==> config.mk <==
export PLATFORM = sky130hd
export DESIGN_NAME = dhoat_fifo
export DESIGN_NICKNAME = d
export VERILOG_FILES = /design/src/sv/dhoat_pkg.sv /design/src/sv/dhoat_fifo.sv
export SDC_FILE = /design/constraint.sdc
export NUM_CORES = 1
export LEC_CHECK = 0
export ABC_AREA = 1
export BUFFER_PORTS_ARGS = -buffer_cell sky130_fd_sc_hd__buf_2
export CORE_UTILIZATION = 57
export DETAILED_ROUTE_END_ITERATION = 8
export PLACE_DENSITY = 0.85
export SLEW_MARGIN = 40
export SYNTH_ARGS = -nofsm -noshare
export SYNTH_HDL_FRONTEND = slang
export SYNTH_SLANG_ARGS = --single-unit
==> constraint.sdc <==
create_clock -name clk -period 14.6 [get_ports clk]
set_input_delay 1.46 -clock clk [delete_from_list [all_inputs] [get_ports clk]]
set_output_delay 1.46 -clock clk [all_outputs]
set_load 0.005 [all_outputs]
==> src/sv/dhoat_pkg.sv <==
// ----------------------------------------------------------------------------
// dhoat_pkg: shared types and constants of the double hash table
// Hash constants, slot marks, status codes and the front-to-back job type.
// ----------------------------------------------------------------------------
`default_nettype none
package dhoat_pkg;
  localparam int TableDepthDef = 1024;
  localparam int KeyBytesDef   = 8;
  localparam int ValueBitsDef  = 32;

  localparam logic [31:0] HashSeed = 32'h0012_3456;
  localparam logic [31:0] HashMult = 32'h5bd1_e995;
  localparam int          HashShr  = 15;
  localparam int          K33Shl   = 5;

  localparam logic [10:0] SizeReset = 11'd1024;

  localparam logic [1:0] ModeInsert  = 2'd0;
  localparam logic [1:0] ModeRemove  = 2'd1;
  localparam logic [1:0] ModeLookup  = 2'd2;
  localparam logic [1:0] ModeInvalid = 2'd3;

  localparam logic [1:0] StOk      = 2'd0;
  localparam logic [1:0] StFull    = 2'd1;
  localparam logic [1:0] StMissing = 2'd2;

  localparam logic [1:0] MarkEmpty   = 2'd0;
  localparam logic [1:0] MarkUsed    = 2'd1;
  localparam logic [1:0] MarkDeleted = 2'd2;

  // job from hashing front to probing back
  typedef struct packed {
    logic [1:0]  mode;
    logic [63:0] key;
    logic [63:0] value;
    logic [31:0] n_hash;
    logic [31:0] k_hash;
  } job_t;
endpackage
`default_nettype wire

==> src/sv/dhoat_fifo.sv <==
// ----------------------------------------------------------------------------
// dhoat_fifo: two-entry job queue
// Decouples hashing from probing.
// ----------------------------------------------------------------------------
`default_nettype none
module dhoat_fifo (
  input  wire logic       clk,
  input  wire logic       rst_n,
  input  wire logic       wr_valid,
  output logic            wr_ready,
  input  dhoat_pkg::job_t wr_data,
  output logic            rd_valid,
  input  wire logic       rd_ready,
  output dhoat_pkg::job_t rd_data
);
  dhoat_pkg::job_t mem_r [2];
  logic            wp_r, rp_r;
  logic [1:0]      cnt_r;
  logic            wr, rd;

  assign wr_ready = (cnt_r != 2'd2);
  assign rd_valid = (cnt_r != 2'd0);
  assign rd_data  = mem_r[rp_r];
  assign wr = wr_valid && wr_ready;
  assign rd = rd_valid && rd_ready;

  always_ff @(posedge clk) begin
    if (wr) mem_r[wp_r] <= wr_data;
  end

  always_ff @(posedge clk) begin
    if (!rst_n) begin
      wp_r  <= 1'b0;
      rp_r  <= 1'b0;
      cnt_r <= 2'd0;
    end else begin
      if (wr) wp_r <= ~wp_r;
      if (rd) rp_r <= ~rp_r;
      cnt_r <= cnt_r + {1'b0, wr} - {1'b0, rd};
    end
  end
endmodule
`default_nettype wire

; Word level (Yosys, flattened, before mapping)
; Memories as Yosys holds them, arrays and structs flattened. A register that Yosys moved wholly into a read port is not among the register bits.
; Cells that the tools add are included.
[word_totals]
ff_bits = 4
ram_bits = 388
inputBits = 198
out_inout_bits = 196
elab_cells = 16
mem_count = 1
[classes]
add_sub_neg = 2
n_eq_ne = 1
n_mux = 4
n_bitwise = 2
n_reduce_logical = 3
[memory_table]
columns = name, words, width, read_ports, rd_clocked_by_memory_dff, write_ports, line_no
row1 = mem_r, 2, 194, 1, 1, 1, dhoat_fifo.sv:16  ; dhoat_pkg::job_t mem_r [2];
[op_table]
columns = op, count
row1 = 1-bit two-way mux, 4
row2 = 2-bit by 1-bit adder with 2-bit output, 1
row3 = 1-bit logical AND, 2
row4 = "2-bit != test, second input constant", 1
row5 = 1-bit NOT, 2
row6 = 2-bit nonzero test, 1
row7 = 2-bit by 1-bit subtractor with 2-bit output, 1

; Longest topological paths before layout
[depth]
word_depth = 4
depth_mapped = 11

; Worst setup path after synthesis
; No wires, ideal clock.
[synth_path]
kind = input port to flip-flop
startpoint = input wr_valid
endpoint = memory mem_r[0][0] (netlist bit), enable pin
setup_ns = 0.751
arrival_time_ns = 9.574
required_time_ns = 13.849
setup_slack_ns = 4.276
stages = 2
path_buffers = 0
path_cell_list = nand2_1 nor2_1
[synth_between]
elab_chain_cells = 3
[synth_lines]
columns = element, line_no
row1 = "start, declared", dhoat_fifo.sv:9  ; input wire logic wr_valid,
row2 = 1-bit logical AND, dhoat_fifo.sv:24  ; assign wr = wr_valid && wr_ready;
row3 = 1-bit two-way mux, dhoat_fifo.sv:28  ; if (wr) mem_r[wp_r] <= wr_data;
row4 = 1-bit two-way mux (not written as such), dhoat_fifo.sv:28
row5 = "end, declared", dhoat_fifo.sv:16
; No other way between the ends.

==> tab_implementation.tex <==
\begin{tabular}{lr}
\hline
Metric & Value \\
\hline
\multicolumn{2}{l}{\textbf{Critical path}} \\
Crit path kind & reg2out \\
Arr. time, crit path & 3.18 ns \\
Critical Path Start Type & flop \\
Register-to-register setup slack & approximately 12 ns \\
Required time of the worst setup path & 13.14 ns \\
Max FO, Critical Path & between 50 and 60 \\
Number of cells on the worst reg-to-reg path & 6 \\
Category of the worst setup path capture point & primary output \\
\multicolumn{2}{l}{\textbf{Clocking}} \\
Number of hold buffers added after cts & 0 \\
CTS clock-pin slew for the worst setup and hold paths & 0.06 ns \\
Post-CTS repair timing setup buffer count & 0 \\
TritonCTS Buffers & 39 \\
CTS tree & yes \\
Insertion delay of the later-clocked pin in the worst-skew pair & between 0.5 and 0.6 ns \\
Maximum buffer depth of the clock tree & 3 \\
Htree depth & 2 \\
Sink count of the clock tree & between 300 and 400 \\
Root buf cell & sky130\_fd\_sc\_hd\_\_clkbuf\_16 \\
\# resized after CTS & 0 \\
\multicolumn{2}{l}{\textbf{Power}} \\
Clock power share & 30.6\% \\
Worst-case vdd ir drop & approximately 0.14 mV \\
Comb pwr share & $\sim$22\% \\
Static Leakage & 7.23 nW \\
Portion of total power attributed to sequential cells & 47.3\% \\
Pwr Density & between 150 and 200 nW/um\^{}2 \\
Total internal power & $\sim$2.4 mW \\
Net switching fraction of the power & 24.4\% \\
Power dissipated by switching net loads & between 0.7 and 0.8 mW \\
Overall power consumption & approximately 3.2 mW \\
\multicolumn{2}{l}{\textbf{Placement}} \\
Total placed instance area & around 17000 um\^{}2 \\
Post-Place Setup Slack & approximately 11 ns \\
HPWL reported at the end of detailed placement & roughly 20 mm \\
Port Buffers & $\sim$390 \\
Count of placed standard cells including taps & 1348 \\
Routability congestion estimate from global placement & between 0.8 and 0.9 \\
\multicolumn{2}{l}{\textbf{Timing}} \\
Fmax achieved & around 220 MHz \\
Post-route fraction of the period consumed by the critical path & about a third \\
Worst relative slew slack & between 40 and 50\% \\
Final number of hold-violating endpoints & 0 \\
RSZ-0062 raised after global routing & false \\
Slew Viols, Final & 0 \\
Setup violators final & 0 \\
Smallest setup slack after layout & $\sim$10 ns \\
Clock skew after layout & between 0.01 and 0.015 ns \\
Worst slew pin tran & around 0.82 ns \\
Setup TNS after final layout & 0 ns \\
Final critical path time including I/O delays and setup & 4.64 ns \\
\multicolumn{2}{l}{\textbf{Route}} \\
Router iterations before antenna repair & 4 \\
Initial drt markers & roughly 600 \\
Detailed-route via count & around 7400 \\
Residual DRC & 0 \\
Detailed Route WL & approximately 30 mm \\
Detail-routed via count per cell & roughly 5.2 \\
Remaining number of nets flagged by the antenna check after routing & 0 \\
Final routed wire length divided by cell count & 21.2 um \\
\multicolumn{2}{l}{\textbf{Cells and area}} \\
Fillcell total & approximately 1600 \\
Post-route cell area & about 18000 um\^{}2 \\
Layout cell share with drive strength beyond 1 & 59.8\% \\
Relative area change from synthesis to final layout & 23.5\% \\
Final net count & 1259 \\
Count of placed standard cells in the final layout, fillers left out & 1426 \\
\multicolumn{2}{l}{\textbf{Global route}} \\
Number of global-route vias before repair & $\sim$7700 \\
Largest net degree at the start of global routing & around 130 \\
GRT overflow & 0 \\
Global-route wire length before repair & $\sim$43 mm \\
Number of antenna violations at the first check in global routing & 13 \\
Combined global-route utilization of all metal layers & a little over a fifth \\
\multicolumn{2}{l}{\textbf{Logic synthesis}} \\
Sequential fraction of the synthesis area & 78.8\% \\
Count of distinct cell types in the synthesized netlist & 13 \\
Syn nets & 840 \\
Gate count of the mapped netlist & 640 \\
Post-Syn Area & approximately 15000 um\^{}2 \\
Yosys synthesis warning count & 0 \\
Post-synthesis sequential element count & slightly below 400 \\
Mean instance size in the synthesized netlist & 23.3 um\^{}2 \\
\multicolumn{2}{l}{\textbf{Floorplan}} \\
Chip Height & roughly 160 um \\
Initial Utilization & 58.7\% \\
Die Area & 26800 um\^{}2 \\
Horiz. Die Dim & between 150 and 200 um \\
Number of rows created at floorplan & just under 60 \\
Std-Cell Core Area & around 25000 um\^{}2 \\
Top-Level Pins & a little under 400 \\
\multicolumn{2}{l}{\textbf{Run status}} \\
Outcome & complete, no violations \\
\multicolumn{2}{l}{\textbf{Min path}} \\
Classification of the worst-slack hold path & reg2reg \\
Hold path cells & 2 \\
\multicolumn{2}{l}{\textbf{Run}} \\
Max capacitance violation total & 0 \\
\hline
\end{tabular}
-- cell usage after synthesis --
library cell / instances / share of area [%]
sky130_fd_sc_hd__mux2_4: 160 / 16
sky130_fd_sc_hd__buf_6: 18 / 1.4
sky130_fd_sc_hd__nand2_1: 9 / 0.23
sky130_fd_sc_hd__dfxtp_1: 5 / 0.67
sky130_fd_sc_hd__buf_2: 3 / 0.10
sky130_fd_sc_hd__inv_1: 7 / 0.18
sky130_fd_sc_hd__buf_8: 1 / 0.10
sky130_fd_sc_hd__mux2_2: 34 / 2.6
sky130_fd_sc_hd__ha_1: 2 / 0.17
sky130_fd_sc_hd__a21oi_1: 2 / 0.067
sky130_fd_sc_hd__edfxtp_1: 388 / 78
sky130_fd_sc_hd__nor2_1: 8 / 0.20
sky130_fd_sc_hd__nand3_1: 3 / 0.10
-- per-stage QoR --
stage                     hold WS, ns  util, %
after floorplan                 0.467        -
after global placement          0.478     67.4
after detailed placement        0.521     67.5
after CTS                       0.552     72.4
after global routing            0.574     72.5
final                           0.552     72.5
-- cells by family after synthesis --
| kind of cell | Yosys count | share of synthesized area (%) |
|---|---|---|
| buf+inv | 29 | 1.74 |
| mux | 194 | 18.7 |
| fa+ha+maj | 2 | 0.168 |
| simple gates | 20 | 0.529 |
| compound gates | 2 | 0.0671 |
| flops | 393 | 78.8 |
-- flip-flops by register name (all words and copies together), names as in the netlist, named ones only --
| register | flops |
|---|---|
| wp_r | 1 |
| mem_r | 388 |
| rp_r | 1 |
| cnt_r | 2 |
-- routing by layer --
layer | share of wire (%) | GRT usage [%]
met1 | 36 | 24.1
met2 | 52 | 38.3
met3 | 9.5 | 7.58
met4 | 2.5 | 8.38
met5 | 0.076 | 0
-- final timing paths --
check / startpoint / to
setup / recovery: flop / rd_data[116]
hold / removal: wp_r$_SDFFE_PN0N_ / wp_r$_SDFFE_PN0N_
setup reg to reg: cnt_r[0]$_SDFF_PN0_ / mem_r[0][126]$_DFFE_PP_
hold reg to reg: wp_r$_SDFFE_PN0N_ / wp_r$_SDFFE_PN0N_
-- critical path, cell delays in order, from the launching register on --
cell	delay, ns
sky130_fd_sc_hd__dfxtp_4	0.81
sky130_fd_sc_hd__buf_6	0.58
sky130_fd_sc_hd__buf_6	0.64
sky130_fd_sc_hd__mux2_4	0.36
sky130_fd_sc_hd__buf_2	0.13
-- power by group through the flow --
stage	logic [mW]	registers, mW	clock network (mW)
after global placement	0.686	1.50	0
final	0.696	1.49	0.964
after detailed placement	0.699	1.51	0
after global routing	0.748	1.50	1.02
after floorplan	0.472	1.52	0
after CTS	0.706	1.49	0.977
-- area by class of cell --
class | count | area (um^2) | area share, %
Antenna cell | 11 | 27.5 | 0.149
Clock buffer | 50 | 1090 | 5.92
Clock inverter | 17 | 149 | 0.809
Inverter | 7 | 38.8 | 0.211
Multi-Input combinational cell | 218 | 2910 | 15.8
Sequential cell | 393 | 11800 | 63.8
Tap cell | 330 | 413 | 2.24
Timing Repair Buffer | 400 | 2030 | 11.0
-- layout by cell type, fill, tap and decap left out --
cell type / n
sky130_fd_sc_hd__buf_2: 393
sky130_fd_sc_hd__edfxtp_1: 388
sky130_fd_sc_hd__mux2_4: 160
sky130_fd_sc_hd__clkbuf_16: 41
sky130_fd_sc_hd__mux2_2: 34
sky130_fd_sc_hd__diode_2: 11
sky130_fd_sc_hd__nand2_1: 9
sky130_fd_sc_hd__clkinv_1: 9
sky130_fd_sc_hd__nor2_1: 7
sky130_fd_sc_hd__inv_1: 6
sky130_fd_sc_hd__clkbuf_1: 6
sky130_fd_sc_hd__clkinv_2: 5
sky130_fd_sc_hd__dfxtp_1: 4
sky130_fd_sc_hd__buf_6: 4
sky130_fd_sc_hd__nand3_1: 3
sky130_fd_sc_hd__bufinv_16: 3
sky130_fd_sc_hd__clkbuf_8: 3
sky130_fd_sc_hd__buf_4: 3
sky130_fd_sc_hd__a21oi_1: 2
sky130_fd_sc_hd__ha_1: 2
sky130_fd_sc_hd__inv_12: 1
sky130_fd_sc_hd__nor2_4: 1
sky130_fd_sc_hd__dfxtp_4: 1
(Power assumes the default switching activity.)
