## src/sv/dhoat_pkg.sv

```systemverilog
// ----------------------------------------------------------------------------
// dhoat_pkg: shared types and constants of the double hash table
// Hash constants, slot marks, status codes and the front-to-back job type.
// ----------------------------------------------------------------------------
`default_nettype none
package dhoat_pkg;
  localparam int TableDepthDef = 1024;
  localparam int KeyBytesDef   = 8;
  localparam int ValueBitsDef  = 32;

  localparam logic [31:0] HashSeed = 32'h0012_3456;
  localparam logic [31:0] HashMult = 32'h5bd1_e995;
  localparam int          HashShr  = 15;
  localparam int          K33Shl   = 5;

  localparam logic [10:0] SizeReset = 11'd1024;

  localparam logic [1:0] ModeInsert  = 2'd0;
  localparam logic [1:0] ModeRemove  = 2'd1;
  localparam logic [1:0] ModeLookup  = 2'd2;
  localparam logic [1:0] ModeInvalid = 2'd3;

  localparam logic [1:0] StOk      = 2'd0;
  localparam logic [1:0] StFull    = 2'd1;
  localparam logic [1:0] StMissing = 2'd2;

  localparam logic [1:0] MarkEmpty   = 2'd0;
  localparam logic [1:0] MarkUsed    = 2'd1;
  localparam logic [1:0] MarkDeleted = 2'd2;

  // job from hashing front to probing back
  typedef struct packed {
    logic [1:0]  mode;
    logic [63:0] key;
    logic [63:0] value;
    logic [31:0] n_hash;
    logic [31:0] k_hash;
  } job_t;
endpackage
`default_nettype wire

```

## src/sv/dhoat_front.sv

```systemverilog
// ----------------------------------------------------------------------------
// dhoat_front: key normalisation and hashing
// Takes one beat, clears bytes past the terminator, hashes a byte at a time.
// ----------------------------------------------------------------------------
`default_nettype none
module dhoat_front #(
  parameter int KEY_BYTES  = dhoat_pkg::KeyBytesDef,
  parameter int VALUE_BITS = dhoat_pkg::ValueBitsDef
) (
  input  wire logic                  clk,
  input  wire logic                  rst_n,
  input  wire logic                  in_valid,
  output logic                       in_ready,
  input  wire logic [1:0]            in_mode,
  input  wire logic [63:0]           in_key_bytes,
  input  wire logic [31:0]           in_item_value,
  output logic                       job_valid,
  input  wire logic                  job_ready,
  output dhoat_pkg::job_t            job
);
  localparam int LenW = $clog2(KEY_BYTES + 1);

  typedef enum logic [1:0] {S_IDLE, S_HASH, S_MIX, S_OUT} state_t;

  state_t          state_r;
  logic [1:0]      mode_r;
  logic [63:0]     key_r;
  logic [63:0]     val_r;
  logic [LenW-1:0] len_r, idx_r;
  logic [31:0]     n_r, k_r;

  logic [63:0]     norm;
  logic [LenW-1:0] len;
  logic            stop;
  logic [7:0]      byte_c;
  logic [31:0]     sb;
  logic [31:0]     nx;
  logic [63:0]     vmask;

  always_comb begin
    norm = '0;
    len  = '0;
    stop = 1'b0;
    for (int i = 0; i < KEY_BYTES; i++) begin
      if (!stop && in_key_bytes[8*i +: 8] != 8'd0) begin
        norm[8*i +: 8] = in_key_bytes[8*i +: 8];
        len = LenW'(i + 1);
      end else begin
        stop = 1'b1;
      end
    end
  end

  always_comb begin
    vmask = '0;
    vmask[VALUE_BITS-1:0] = '1;
  end

  assign byte_c = key_r[8*idx_r +: 8];
  assign sb     = {{24{byte_c[7]}}, byte_c};
  assign nx     = n_r ^ sb;

  assign in_ready  = (state_r == S_IDLE);
  assign job_valid = (state_r == S_OUT);
  assign job = '{mode: mode_r, key: key_r, value: val_r, n_hash: n_r, k_hash: k_r};

  always_ff @(posedge clk) begin
    if (!rst_n) begin
      state_r <= S_IDLE;
    end else begin
      unique case (state_r)
        S_IDLE: if (in_valid) begin
          mode_r  <= in_mode;
          key_r   <= norm;
          val_r   <= {32'd0, in_item_value} & vmask;
          len_r   <= len;
          idx_r   <= '0;
          n_r     <= dhoat_pkg::HashSeed;
          k_r     <= dhoat_pkg::HashSeed;
          state_r <= (len == '0) ? S_OUT : S_HASH;
        end
        S_HASH: begin
          // multiply in this cycle, xor-shift in the next
          n_r     <= nx * dhoat_pkg::HashMult;
          k_r     <= (k_r << dhoat_pkg::K33Shl) + k_r + sb;
          idx_r   <= idx_r + 1'b1;
          state_r <= S_MIX;
        end
        S_MIX: begin
          n_r     <= n_r ^ (n_r >> dhoat_pkg::HashShr);
          state_r <= (idx_r == len_r) ? S_OUT : S_HASH;
        end
        S_OUT: if (job_ready) state_r <= S_IDLE;
        default: state_r <= S_IDLE;
      endcase
    end
  end
endmodule
`default_nettype wire

```

## config.mk

```make
export PLATFORM = sky130hd
export DESIGN_NAME = dhoat_front
export DESIGN_NICKNAME = d
export VERILOG_FILES = /design/src/sv/dhoat_pkg.sv /design/src/sv/dhoat_front.sv
export SDC_FILE = /design/constraint.sdc
export NUM_CORES = 1
export LEC_CHECK = 0
export BUFFER_PORTS_ARGS = -buffer_cell sky130_fd_sc_hd__buf_2
export CAP_MARGIN = 15
export CELL_PAD_IN_SITES_DETAIL_PLACEMENT = 0
export CELL_PAD_IN_SITES_GLOBAL_PLACEMENT = 2
export CORE_MARGIN = 3
export CORE_UTILIZATION = 38
export DETAILED_ROUTE_END_ITERATION = 16
export PLACE_DENSITY = 0.85
export SLEW_MARGIN = 5
export SYNTH_ARGS = -nofsm -noshare
export SYNTH_HDL_FRONTEND = slang
export SYNTH_SLANG_ARGS = --single-unit
```

## constraint.sdc

```tcl
create_clock -name clk -period 9.1 [get_ports clk]
set_input_delay 0.455 -clock clk [delete_from_list [all_inputs] [get_ports clk]]
set_output_delay 0.455 -clock clk [all_outputs]
set_load 0.1 [all_outputs]
```

=== After elaboration in Yosys (flattened, before gate mapping) ===
Cells that the tools add are included.

* Register bits: 172
* Bits in latches: 0
* Bits in writable memories: 0
* ROM bits: 0
* Output and inout bits: 196
* Memories kept: 0

* Add/sub/neg operators: 3
* Multiply operators: 1
* Div/mod/pow operators: 0
* $lt $le $gt $ge: 0
* Equal/unequal tests: 6
* Shift operators: 1
* Mux-type cells: 25
* Bitwise gates (word level): 2
* Reductions and logical operators: 29

{| class="wikitable"
|+ Operators with widths
! operator !! number
|-
| one-hot mux 32 bit (3 select lines) || 1
|-
| adder 32 bit || 2
|-
| one-hot mux 32 bit (2 select lines) || 1
|-
| nonzero test 8 bit || 8
|-
| indexed part select 64 x 8 -> 8 bit || 1
|-
| multiplier 32 x 31 -> 32 bit (second input constant) || 1
|-
| two-way mux 32 bit || 1
|-
| bitwise XOR 32 x 17 -> 32 bit || 1
|-
| bitwise XOR 32 bit || 1
|-
| two-way mux 4 bit || 6
|-
| two-way mux 2 bit || 6
|-
| AND reduction 3 bit || 3
|-
| two-way mux 1 bit || 8
|-
| one-hot mux 2 bit (4 select lines) || 1
|-
| one-hot mux 4 bit (2 select lines) || 1
|-
| logical AND 1 bit || 7
|-
| logical NOT 1 bit || 6
|-
| adder 4 x 1 -> 4 bit (second input constant) || 1
|-
| equality test 2 bit (second input constant) || 2
|-
| equality test 4 bit || 1
|-
| logical NOT 4 bit || 1
|-
| nonzero test 3 bit || 1
|-
| equality test 2 x 1 -> 1 bit (second input constant) || 1
|-
| logical NOT 2 bit || 1
|-
| other kinds (4) || 4
|}

=== Logic depth before layout (Yosys ltp) ===
* Word-level depth: 25
* Depth in mapped cells: 33

=== Worst setup path before layout ===
OpenSTA, ideal clock, no wires.

* Path type: flip-flop to flip-flop
* Start: reg key_r[47]
* End: reg n_r[31], data pin
* Library setup time: 0.255 ns
* Arrival: 7.945 ns
* Path slack: 0.900 ns
* Cell stages (with the launch flop): 29
* Path buffers: 2
* Clock period less this slack: 8.200 ns
* Path through: edfxtp_1 > mux4_2 > a22oi_4 > buf_2 > buf_2 > xor2_1 > inv_1 > ha_1 > or2_4 > ha_1 > inv_1 > fa_1 > fa_1 > fa_1 > inv_1 > fa_1 > fa_1 > inv_1 > fa_1 > inv_1 > ha_1 > a21o_1 > a21o_1 > o21ai_0 > o21ai_0 > o31a_1 > a41oi_1 > xnor2_1 > nor2_1

* Cells in the longest elaborated chain, start to end: 4

{| class="wikitable"
|+ RTL lines
! what !! RTL line !! source
|-
| from (decl) || dhoat_front.sv:27 || <nowiki>logic [63:0] key_r;</nowiki>
|-
| from (signal assigned) || dhoat_front.sv:74 || <nowiki>key_r <= norm;</nowiki>
|-
| indexed part select 64 x 8 -> 8 bit || dhoat_front.sv:59 || <nowiki>assign byte_c = key_r[8*idx_r +: 8];</nowiki>
|-
| bitwise XOR 32 bit || dhoat_front.sv:61 || <nowiki>assign nx = n_r ^ sb;</nowiki>
|-
| multiplier 32 x 31 -> 32 bit || dhoat_front.sv:84 || <nowiki>n_r <= nx * dhoat_pkg::HashMult;</nowiki>
|-
| one-hot mux 32 bit (3 select lines) || dhoat_front.sv:71 || <nowiki>unique case (state_r)</nowiki>
|-
| to (signal assigned) || dhoat_front.sv:78 || <nowiki>n_r <= dhoat_pkg::HashSeed;</nowiki>
|-
| to (signal assigned) || dhoat_front.sv:84 ||
|-
| to (signal assigned) || dhoat_front.sv:90 || <nowiki>n_r <= n_r ^ (n_r >> dhoat_pkg::HashShr);</nowiki>
|-
| to (decl) || dhoat_front.sv:30 || <nowiki>logic [31:0] n_r, k_r;</nowiki>
|}

No other way between the ends.
A chain may end at the register's enable or synchronous reset.

=== Worst setup path after layout ===
* Start: reg idx_r[0]
* End: reg n_r[31], data pin

* Cells in the longest elaborated chain, start to end: 4

{| class="wikitable"
|+ RTL lines
! what !! RTL line !! source
|-
| from (decl) || dhoat_front.sv:29 || <nowiki>logic [LenW-1:0] len_r, idx_r;</nowiki>
|-
| from (signal assigned) || dhoat_front.sv:86 || <nowiki>idx_r <= idx_r + 1'b1;</nowiki>
|-
| indexed part select 64 x 8 -> 8 bit || dhoat_front.sv:59 ||
|-
| bitwise XOR 32 bit || dhoat_front.sv:61 ||
|-
| multiplier 32 x 31 -> 32 bit || dhoat_front.sv:84 ||
|-
| one-hot mux 32 bit (3 select lines) || dhoat_front.sv:71 ||
|}

No other way between the ends.

==> flow_summary.toml <==
[outcome]
outcome = "complete, no violations"

[floorplanning]
coreArea_mm2 = 0.04705
pin_count = 298
start_util_pct = 38.96
die_area_mm2 = 0.05091
row_count = 79
die_h_um = 225.6
fp.dieW_um = 225.6

[logic_synthesis]
synth.distinct_cells = 70
synth-adder-area-share_pct = 35.62
synth-simple-area-share_pct = 8.668
synthXorXnorAreaFrac_pct = 9.105
synth_top_family_by_area = "adder cells"
yosysSeqAreaShare_pct = 28.07
synth_async_sr_flop_share_pct = 0
yosys-mux-area-fraction_pct = 2.348
ys_warn_count = 0
synth_edf_count = 170
synth_compound_area_share_pct = 6.839
post_synth_inst_count = 1714
synth_area_per_cell_um2 = 10.70
ys_seq_elements = 172
synth-main-ff-cell = "edfxtp_1"
syn_area_mm2 = 0.01833

[worst_setup_path]
crit_type = "flip-flop to flip-flop"
cp.arrival_ns = 8.88
crit_buf_inv = 5
critPathSlowestCell = "mux4_2"
end_kind = "flip-flop"
crit_family = "adder cells"
cpMostUsedCell = "xnor2_1"
critPathRequiredTime_ns = 9.28
cp_max_fo = 20
slowest_delay_ns = 0.61
start_kind = "flip-flop"

[placed_design]
place.gp.congestion = 0.9433
io_buffers = 265
dpl.hpwl_mm = 48.86

[detailed_routing]
route.met3.wl_mm = 3.677
antenna_left = 0
highest_layer = "met5"
drt_pass1_iterations = 5
vias_per_cell = 5.024
wl_mm = 58.33
drt_iter0_markers = 825
routed-wl-met2_mm = 28.64
wl_per_cell_um = 22.52
wl_met1_mm = 24.70
via_count = 13010
drc = 0

[cts]
cts_buffers = 17
cts_hold_buf = 0
cts_root_buf = "clkbuf_16"
cts_tree = "yes"
cts.path.max_buffers = 2
clkTransAtPathRegs_ns = 0.08
ctsHtreeMaxLevel = 4
post_cts_resized = 0
clock_latency_ns = 0.45
post_cts_buffers = 0
cts_sinks = 172

[global_routing]
grt_pass1_wl_mm = 87.64
grt_pass1_vias = 13990
grt_max_degree = 77
antenna_found_initial = 1
track_usage_pct = 23.31
overflow = 0

[timing]
worstMarginPinSlew_ns = 1.253
fin_crit_ns = 8.701
finalClockSkew_ns = 0.01244
setup_viol = 0
fmax_mhz = 114.9
finalMaxSlewViolations = 0
finalHoldViolCount = 0
min_period_over_period_pct = 95.61
max_slew_margin_pct = 15.87
rsz0062_at_grt = "no"
tns_ns = 0

[job]
max_cap_viol_count = 0

[finish]
nets = 2478
final_common_cell = "inv_1"
antenna_cells_inserted = 0
multiInputGateArea_mm2 = 0.01161
drive_above_1_share_pct = 18.31
seq_area_mm2 = 0.005145
fillers = 4585
final_cell_mix = "333 x inv_1, 265 x buf_2, 213 x ha_1"
syn_to_final_growth_pct = 14.12

[worst_hold_path]
hold_path.class = "input port to flip-flop"
Yosys cell counts (3+ instances only):
library cell	instances	area (µm²)
inv_1	333	1250
ha_1	213	2665
fa_1	193	3864
edfxtp_1	170	5105
xnor2_1	113	989.7
nor2_1	91	341.6
xor2_1	70	613.1
nand2_1	62	232.7
and2_1	59	369.1
clkbuf_1	48	180.2
a21oi_1	47	235.2
o21ai_0	38	190.2
buf_4	32	240.2
a21o_1	28	210.2
and3_1	27	168.9
mux4_2	16	360.4
nor4_1	15	93.84
nor3_1	13	65.06
or2_2	11	68.82
nand3_1	10	50.05
a31oi_1	8	50.05
nand2b_1	8	50.05
nor2b_1	8	50.05
o21a_1	8	60.06
a211oi_1	7	52.55
mux2i_1	7	70.07
a21boi_0	6	45.04
a22oi_1	5	37.54
buf_1	4	15.01
o31ai_1	4	30.03
or3_1	4	25.02
a221o_1	3	30.03
a221oi_1	3	26.28
buf_2	3	15.01
o311ai_0	3	26.28
metal layers:
layer / track usage, % / up-vias
li1: - / 6054
met4: 6.068 / 2
met5: 0 / -
met1: 29.91 / 6457
met2: 40.31 / 437
met3: 4.784 / 61
metrics by stage:
step                      setup WS (ns)  instance area, µm²  util [%]  hold slack (ns)  instances
final                            0.3994               20920     44.46           0.1745       2590
after global routing            0.02957               20920     44.46           0.1569       2590
after CTS                        0.3493               20870     44.37           0.1506       2584
after detailed placement         0.3777               20270     43.09           0.5385       2552
after global placement           0.4187               20270     43.09           0.5114       2552
after floorplan                  0.9002               18450         -           0.4886       1745
flip-flops by register name (all words and copies together), names as in the netlist:
| signal | cells |
|---|---|
| val_r | 32 |
| n_r | 32 |
| len_r | 4 |
| key_r | 64 |
| state_r | 2 |
| mode_r | 2 |
| idx_r | 4 |
| k_r | 32 |
worst paths after layout:
check / cells after the start / startpoint / to / slack, ns
worst min-delay path: 1 / in_item_value[15] / val_r[15] / 0.17
worst min register to register: 2 / state_r[1] / state_r[1] / 0.54
worst max register to register: 27 / idx_r[0] / n_r[31] / 0.40
worst max-delay path: 27 / idx_r[0] / n_r[31] / 0.40
area by class of cell:
class	count	area share, %
Clock buffer	18	2.052
Sequential cell	172	24.59
Inverter	333	5.975
Tap cell	607	3.631
Multi-Input combinational cell	1152	55.49
Clock inverter	14	0.8134
Timing Repair Buffer	294	7.441
logic make-up (layout without fill, tap and decap cells):
kind of cell,Yosys count,in the layout
buffers and inverters,421,659
multiplexers,23,23
flip-flops,172,172
adder cells (fa/ha/maj),406,406
other,1,32
XOR/XNOR,186,186
AO/OA/AOI/OAI,187,187
AND/OR/NAND/NOR,318,318
worst reg2reg max path: cells and delay by family, from the launching register on:
kind                       cells  cell delay (ns)
xor gates and xnor gates      10             2.30
and+or+nand+nor                2             0.39
buffers and inverters          5             0.88
DFF                            1             0.32
muxes                          1             0.61
AOI/OAI and AO/OA              1             0.44
adders and majority gates      8             3.53
Power is not shown: default switching activity piles up to over one toggle a cycle in this logic, so the estimate is an artifact.
